[config.mk]
export PLATFORM = sky130hd
export DESIGN_NAME = cyclic_gf2_poly_multiplier_core
export DESIGN_NICKNAME = d
export VERILOG_FILES = /design/src/design/cgpm_pkg.sv /design/src/design/cgpm_ctrl.sv /design/src/design/cgpm_datapath.sv /design/src/design/cyclic_gf2_poly_multiplier_core.sv
export SDC_FILE = /design/constraint.sdc
export NUM_CORES = 2
export LEC_CHECK = 0
export ABC_AREA = 1
export BUFFER_PORTS_ARGS = -buffer_cell sky130_fd_sc_hd__buf_2
export CORE_MARGIN = 2
export CORE_UTILIZATION = 44
export CTS_BUF_LIST = sky130_fd_sc_hd__clkbuf_4
export DETAILED_ROUTE_END_ITERATION = 6
export SLEW_MARGIN = 30
export SYNTH_ARGS = -nofsm -noshare
export SYNTH_HDL_FRONTEND = slang
export SYNTH_SLANG_ARGS = --single-unit
[constraint.sdc]
create_clock -name clk -period 15.4 [get_ports clk]
set_input_delay 0.77 -clock clk [delete_from_list [all_inputs] [get_ports clk]]
set_output_delay 0.77 -clock clk [all_outputs]
set_load 0.02 [all_outputs]
[src/design/cgpm_pkg.sv]
package cgpm_pkg;

    // Polynomial length in coefficients; a multiple of the word width.
    localparam int POLY_BITS  = 256;
    localparam int WORD_W     = 64;
    localparam int POLY_WORDS = POLY_BITS / WORD_W;

    localparam int SLOT_W     = (POLY_WORDS > 1) ? $clog2(POLY_WORDS) : 1;
    localparam int STEP_W     = $clog2(POLY_BITS);
    localparam int IN_DATA_W  = 2 * WORD_W;

    // Commands from the controller to the datapath.
    typedef struct packed {
        logic              load_en;
        logic [SLOT_W-1:0] slot;
        logic              prep;
        logic              step;
        logic              shift_out;
    } cgpm_cmd_t;

endpackage

[src/design/cgpm_ctrl.sv]
module cgpm_ctrl (
    input  logic               clk,
    input  logic               rst_n,
    input  logic               s_tvalid,
    input  logic               s_tlast,
    output logic               s_tready,
    output logic               m_tvalid,
    output logic               m_tlast,
    input  logic               m_tready,
    output cgpm_pkg::cgpm_cmd_t cmd
);
    import cgpm_pkg::*;

    typedef enum logic [3:0] {
        ST_LOAD = 4'b0001,
        ST_PREP = 4'b0010,
        ST_RUN  = 4'b0100,
        ST_EMIT = 4'b1000
    } state_t;

    state_t              state_reg, state_next;
    logic [SLOT_W-1:0]   slot_reg, slot_next;
    logic [STEP_W-1:0]   step_reg, step_next;
    logic [SLOT_W-1:0]   out_reg, out_next;
    logic                slot_wrap;
    logic                out_last;

    assign slot_wrap = (slot_reg == SLOT_W'(POLY_WORDS - 1));
    assign out_last  = (out_reg == SLOT_W'(POLY_WORDS - 1));

    always_comb
    begin
        state_next    = state_reg;
        slot_next     = slot_reg;
        step_next     = step_reg;
        out_next      = out_reg;
        s_tready      = 1'b0;
        m_tvalid      = 1'b0;
        m_tlast       = 1'b0;
        cmd.load_en   = 1'b0;
        cmd.slot      = slot_reg;
        cmd.prep      = 1'b0;
        cmd.step      = 1'b0;
        cmd.shift_out = 1'b0;
        unique case (state_reg)
            ST_LOAD:
            begin
                s_tready = 1'b1;
                if (s_tvalid)
                begin
                    cmd.load_en = 1'b1;
                    if (s_tlast)
                    begin
                        slot_next  = '0;
                        state_next = ST_PREP;
                    end
                    else
                    begin
                        slot_next = slot_wrap ? '0 : slot_reg + 1'b1;
                    end
                end
            end
            ST_PREP:
            begin
                cmd.prep   = 1'b1;
                step_next  = '0;
                state_next = ST_RUN;
            end
            ST_RUN:
            begin
                cmd.step  = 1'b1;
                step_next = step_reg + 1'b1;
                if (step_reg == STEP_W'(POLY_BITS - 1))
                begin
                    out_next   = '0;
                    state_next = ST_EMIT;
                end
            end
            ST_EMIT:
            begin
                m_tvalid = 1'b1;
                m_tlast  = out_last;
                if (m_tready)
                begin
                    cmd.shift_out = 1'b1;
                    out_next      = out_reg + 1'b1;
                    if (out_last)
                    begin
                        state_next = ST_LOAD;
                    end
                end
            end
            default:
            begin
                state_next = ST_LOAD;
            end
        endcase
    end

    always_ff @(posedge clk or negedge rst_n)
    begin
        if (!rst_n)
        begin
            state_reg <= ST_LOAD;
            slot_reg  <= '0;
            step_reg  <= '0;
            out_reg   <= '0;
        end
        else
        begin
            state_reg <= state_next;
            slot_reg  <= slot_next;
            step_reg  <= step_next;
            out_reg   <= out_next;
        end
    end

endmodule

[src/design/cgpm_datapath.sv]
module cgpm_datapath (
    input  logic                         clk,
    input  cgpm_pkg::cgpm_cmd_t          cmd,
    input  logic [cgpm_pkg::WORD_W-1:0]  a_word,
    input  logic [cgpm_pkg::WORD_W-1:0]  b_word,
    output logic [cgpm_pkg::WORD_W-1:0]  product_word
);
    import cgpm_pkg::*;

    logic [POLY_BITS-1:0] a_store_reg, a_store_next;
    logic [POLY_BITS-1:0] b_store_reg, b_store_next;
    logic [POLY_BITS-1:0] a_work_reg, a_work_next;
    logic [POLY_BITS-1:0] b_work_reg, b_work_next;
    logic [POLY_BITS-1:0] acc_reg, acc_next;

    always_comb
    begin
        a_store_next = a_store_reg;
        b_store_next = b_store_reg;
        for (int w = 0; w < POLY_WORDS; w++)
        begin
            if (cmd.load_en && (cmd.slot == SLOT_W'(w)))
            begin
                a_store_next[w*WORD_W +: WORD_W] = a_word;
                b_store_next[w*WORD_W +: WORD_W] = b_word;
            end
        end
    end

    // Working copies: a shifts right so its next coefficient sits in bit 0,
    // b rotates left one place per step.
    always_comb
    begin
        a_work_next = a_work_reg;
        b_work_next = b_work_reg;
        acc_next    = acc_reg;
        if (cmd.prep)
        begin
            a_work_next = a_store_reg;
            b_work_next = b_store_reg;
            acc_next    = '0;
        end
        else if (cmd.step)
        begin
            a_work_next = a_work_reg >> 1;
            b_work_next = {b_work_reg[POLY_BITS-2:0], b_work_reg[POLY_BITS-1]};
            acc_next    = acc_reg ^ (b_work_reg & {POLY_BITS{a_work_reg[0]}});
        end
        else if (cmd.shift_out)
        begin
            acc_next = acc_reg >> WORD_W;
        end
    end

    always_ff @(posedge clk)
    begin
        a_store_reg <= a_store_next;
        b_store_reg <= b_store_next;
        a_work_reg  <= a_work_next;
        b_work_reg  <= b_work_next;
        acc_reg     <= acc_next;
    end

    assign product_word = acc_reg[WORD_W-1:0];

endmodule

[src/design/cyclic_gf2_poly_multiplier_core.sv]
// Cyclic GF(2) polynomial multiplier: computes a*b modulo x^POLY_BITS - 1
// (the cyclic convolution of two binary polynomials). Operand words enter
// on the slave side lowest word first, a and b side by side in one item;
// tlast on the final word starts the multiplication. A run with the default
// POLY_BITS of 256 loads POLY_BITS/64 words, passes through a preparation
// state, performs POLY_BITS shift-and-XOR steps (one coefficient of a per
// cycle through the single rotate-and-accumulate unit in the datapath) and
// emits POLY_BITS/64 product words. The input is not ready from the final
// load word until the last product word has been taken.
// More than POLY_BITS/64 words without tlast wrap round and overwrite the
// earliest slots; an early tlast reuses what the other slots still hold.
module cyclic_gf2_poly_multiplier_core (
    input  logic                           clk,
    input  logic                           rst_n,
    // s_tdata fields from bit 0: a_word[63:0], b_word[63:0]
    input  logic [cgpm_pkg::IN_DATA_W-1:0] s_tdata,
    // s_tlast: load_last
    input  logic                           s_tlast,
    input  logic                           s_tvalid,
    output logic                           s_tready,
    // m_tdata fields from bit 0: product_word[63:0]
    output logic [cgpm_pkg::WORD_W-1:0]    m_tdata,
    // m_tlast: product_last
    output logic                           m_tlast,
    output logic                           m_tvalid,
    input  logic                           m_tready
);
    import cgpm_pkg::*;

    cgpm_cmd_t cmd;

    // The controller sequences loading, the bit-serial run and the output.
    cgpm_ctrl u_ctrl (
        .clk      (clk),
        .rst_n    (rst_n),
        .s_tvalid (s_tvalid),
        .s_tlast  (s_tlast),
        .s_tready (s_tready),
        .m_tvalid (m_tvalid),
        .m_tlast  (m_tlast),
        .m_tready (m_tready),
        .cmd      (cmd)
    );

    // The datapath holds the operand stores, the working rotations and the
    // accumulator, which also serves as the output register.
    cgpm_datapath u_datapath (
        .clk          (clk),
        .cmd          (cmd),
        .a_word       (s_tdata[WORD_W-1:0]),
        .b_word       (s_tdata[IN_DATA_W-1:WORD_W]),
        .product_word (m_tdata)
    );

    // Loading and output never overlap.
    assert property (@(posedge clk) disable iff (!rst_n) !(s_tready && m_tvalid))
        else $error("input ready while a product word is offered");

    // A final load word is followed by the preparation state, not by a
    // further load or an early output.
    assert property (@(posedge clk) disable iff (!rst_n)
        (s_tvalid && s_tready && s_tlast) |=> (!s_tready && !m_tvalid))
        else $error("run did not start after the final load word");

    // Taking the final product word returns the block to loading.
    assert property (@(posedge clk) disable iff (!rst_n)
        (m_tvalid && m_tready && m_tlast) |=> (s_tready && !m_tvalid))
        else $error("block did not return to loading after the last word");

    // Only the datapath command for one phase is issued at a time.
    assert property (@(posedge clk) disable iff (!rst_n)
        $onehot0({cmd.load_en, cmd.prep, cmd.step, cmd.shift_out}))
        else $error("conflicting datapath commands");

endmodule

==> flow_metrics.env <==
export IMPL_portBuffers=199
export IMPL_synth_most_common_cell="nand2_1"
export IMPL_wl_per_cell_um=15.6
export IMPL_routabilityCongestion=0.730
export IMPL_h_tree_depth=5
export IMPL_worstRegToRegCells=7
export IMPL_min_path_cells=2
export IMPL_avgViaCountPerCell=4.91
export IMPL_grt_pass1_vias=38500
export IMPL_reg2reg_to="u_datapath.b_work_reg[183]"
export IMPL_clk_pin_slew_ps=70
export IMPL_drt_pre_antenna_iters=5
export IMPL_dp_hpwl_um=63100
export IMPL_ant_nets=0
export IMPL_vdd_drop_max_mv=0.0789
export IMPL_ys_flop_type="edfxtp_1"
export IMPL_synth_edf_count=1024
export IMPL_clock_latency_ps=1260
export IMPL_reg2reg_slack_ps=10530
export IMPL_netlist_instances=5754
export IMPL_n_fill_cell=11400
export IMPL_outcome="finished, final reports clean"
export IMPL_synth_top_area_share_pct=56.0
export IMPL_setup_viol=0
export IMPL_die_y_um=357
export IMPL_core_area_um2=124000
export IMPL_power_leakage_uw=0.0254
export IMPL_finalHoldViolations=0
export IMPL_ys_seq_area_share_pct=66.0
export IMPL_whs_endpoint="u_datapath.b_store_reg[11]"
export IMPL_finalWirelength_um=125000
export IMPL_synth_area_leader_cell="edfxtp_1"
export IMPL_holdBufCountCts=136
export IMPL_power_density_nw_per_um2=155
export IMPL_grt_first_pass_wirelength_um=200000
export IMPL_cts_repair_resized=0
export IMPL_grt_max_degree=209
export IMPL_fin_crit_sh_pct=31.6
export IMPL_period_minus_slack_ps=4870
export IMPL_crit_path_top_delay_cell="inv_8"
export IMPL_cp_data_required_time_ps=16260
export IMPL_grt_usage_pct=19.5
export IMPL_synthDistinctLibCells=27
export IMPL_cts_tree="done"
export IMPL_gr_total_overflow=0
export IMPL_cts_made_buffers=362
export IMPL_path_max_fanout=125
export IMPL_syn_to_final_growth_pct=13.8
export IMPL_relSlewSlack_pct=20.1
export IMPL_stdcell_count=8014
export IMPL_die_w_um=357
export IMPL_placed_cells=7244
export IMPL_path_common_cell="buf_4"
export IMPL_rr_startpoint="u_ctrl.state_reg[3]"
export IMPL_cts_sinks=1296
export IMPL_io_pins=200
export IMPL_setup_worst_path_end_class="flop"
export IMPL_hold_start="s_tdata[75]"
export IMPL_clock_path_buffers=4
export IMPL_async_flop_share_pct=1.23
export IMPL_cpPeakStageDelay_ps=770
export IMPL_worstPathCellList="nor2_1 > nand3_4 > inv_8 > nor2_2 > clkinv_8 > buf_4 > buf_4"
export IMPL_finClkSkew_ps=83.4
export IMPL_netlist_area_um2=54900
export IMPL_dpl_cell_area_um2=56500
export IMPL_initial_core_util_pct=44.4
export IMPL_synth_avg_cell_area_um2=9.55
export IMPL_worstMarginPinSlew_ps=1200
export IMPL_num_rows=129
export IMPL_drt_iter0_drc=3036
export IMPL_synth_warnings=0
export IMPL_rsz0062_at_grt="false"
export IMPL_synthTopCellsByCount="nand2_1 (3031), edfxtp_1 (1024), nand3_1 (466), buf_2 (263), a21oi_1 (257)"
export IMPL_ys_seq_elements=1296
export IMPL_synthesis_nets=5893
export IMPL_drive_above_1_share_pct=13.0
export IMPL_hold_class="primary input to flop"
export IMPL_cts_root_buf="clkbuf_4"
export IMPL_drv_cap=0
export IMPL_path_class="flop to flop"
export IMPL_start_kind="flop"
export IMPL_p_total_uw=9690
export IMPL_crit_arrival_ps=5720
export IMPL_via_count=39300
export IMPL_antenna_found_initial=17
export IMPL_post_cts_setup_buffers=0
export IMPL_drc_errors=0
export IMPL_slew_violations=0
export IMPL_final_cell_area_um2=62500
export IMPL_fmax_mhz=206
export IMPL_die_area_um2=128000
export IMPL_setup_tns_ps=0
export IMPL_synth_area_top_cells="edfxtp_1 (56%), nand2_1 (21%), dfxtp_1 (9.3%)"
export IMPL_nets=6248
[critical path: cells and delay by family, from the launching register on]
kind | cells | cell delay [ps]
buffers and inverters | 4 | 2770
AND/OR/NAND/NOR | 3 | 1090
flip-flops | 1 | 450
[through the flow]
stage	setup WS [ps]	hold WS (ps)	utilization, %
floorplan	3640	467	-
global placement	10350	486	45.6
global route	10080	193	50.5
detailed placement	10270	493	45.6
finish	10530	278	50.5
CTS	10220	112	50.4
[where the power goes]
group | switching, uW | internal, uW
Clock | 1390 | 1700
Sequential | 330 | 4520
Combinational | 1150 | 597
Total | 2870 | 6820
[cell usage in the layout (no fill, tap or decap), types with 2 or more instances in the layout]
| master | count |
|---|---|
| nand2_1 | 3030 |
| edfxtp_1 | 1024 |
| clkbuf_4 | 566 |
| nand3_1 | 465 |
| a21oi_1 | 257 |
| dfxtp_1 | 256 |
| inv_1 | 213 |
| buf_2 | 199 |
| dlygate4sd3_1 | 136 |
| xnor2_1 | 64 |
| clkinv_1 | 50 |
| buf_4 | 15 |
| dfrtp_1 | 15 |
| buf_6 | 13 |
| buf_12 | 10 |
| diode_2 | 9 |
| nor2_1 | 7 |
| nor2_4 | 6 |
| nand4_1 | 6 |
| ha_1 | 6 |
| o21ai_0 | 5 |
| inv_2 | 3 |
| o21ai_1 | 3 |
| bufinv_16 | 3 |
| nand3_4 | 2 |
| buf_16 | 2 |
[final cells by class]
class                   count  area [um2]  area share, %
well taps                1637        2050           3.28
clock buffers             566        4250           6.80
diodes                      9        22.5         0.0360
multi-input cells        3858       15900           25.4
repair buffers            375        2870           4.60
inverters                 216         831           1.33
flip-flops and latches   1296       36300           58.0
clock inverters            57         298          0.477
[cells by family (layout without fill, tap and decap cells)]
logic type	Yosys count	in the layout	share of synthesized area, %
other	0	9	0
DFF	1296	1296	66.0
AOI/OAI and AO/OA	267	267	2.44
buffers and inverters	600	1214	5.16
and+or+nand+nor	3520	3520	25.2
adders and majority gates	6	6	0.137
xor gates and xnor gates	65	65	1.04
[layer usage]
layer	wire (um)	up-vias	GRT usage [%]
met1	57500	18600	25.8
met2	58000	915	31.2
met5	93	-	0
met4	2520	16	7.61
met3	6790	220	4.31
li1	-	19600	-
[how the worst max path moves through the flow]
stage                              startpoint  slack [ps]  depth (start not counted)                         end
after floorplan           u_ctrl.state_reg[3]        3640                          6    u_datapath.a_work_reg[0]
after global placement    u_ctrl.state_reg[3]       10350                          7  u_datapath.b_work_reg[117]
after detailed placement  u_ctrl.state_reg[3]       10270                          7  u_datapath.b_work_reg[117]
after CTS                 u_ctrl.state_reg[3]       10220                          7   u_datapath.b_work_reg[56]
after global routing      u_ctrl.state_reg[3]       10080                          7   u_datapath.b_work_reg[56]
final                     u_ctrl.state_reg[3]       10530                          7  u_datapath.b_work_reg[183]
Note: power is estimated with default switching activity, not from simulation.
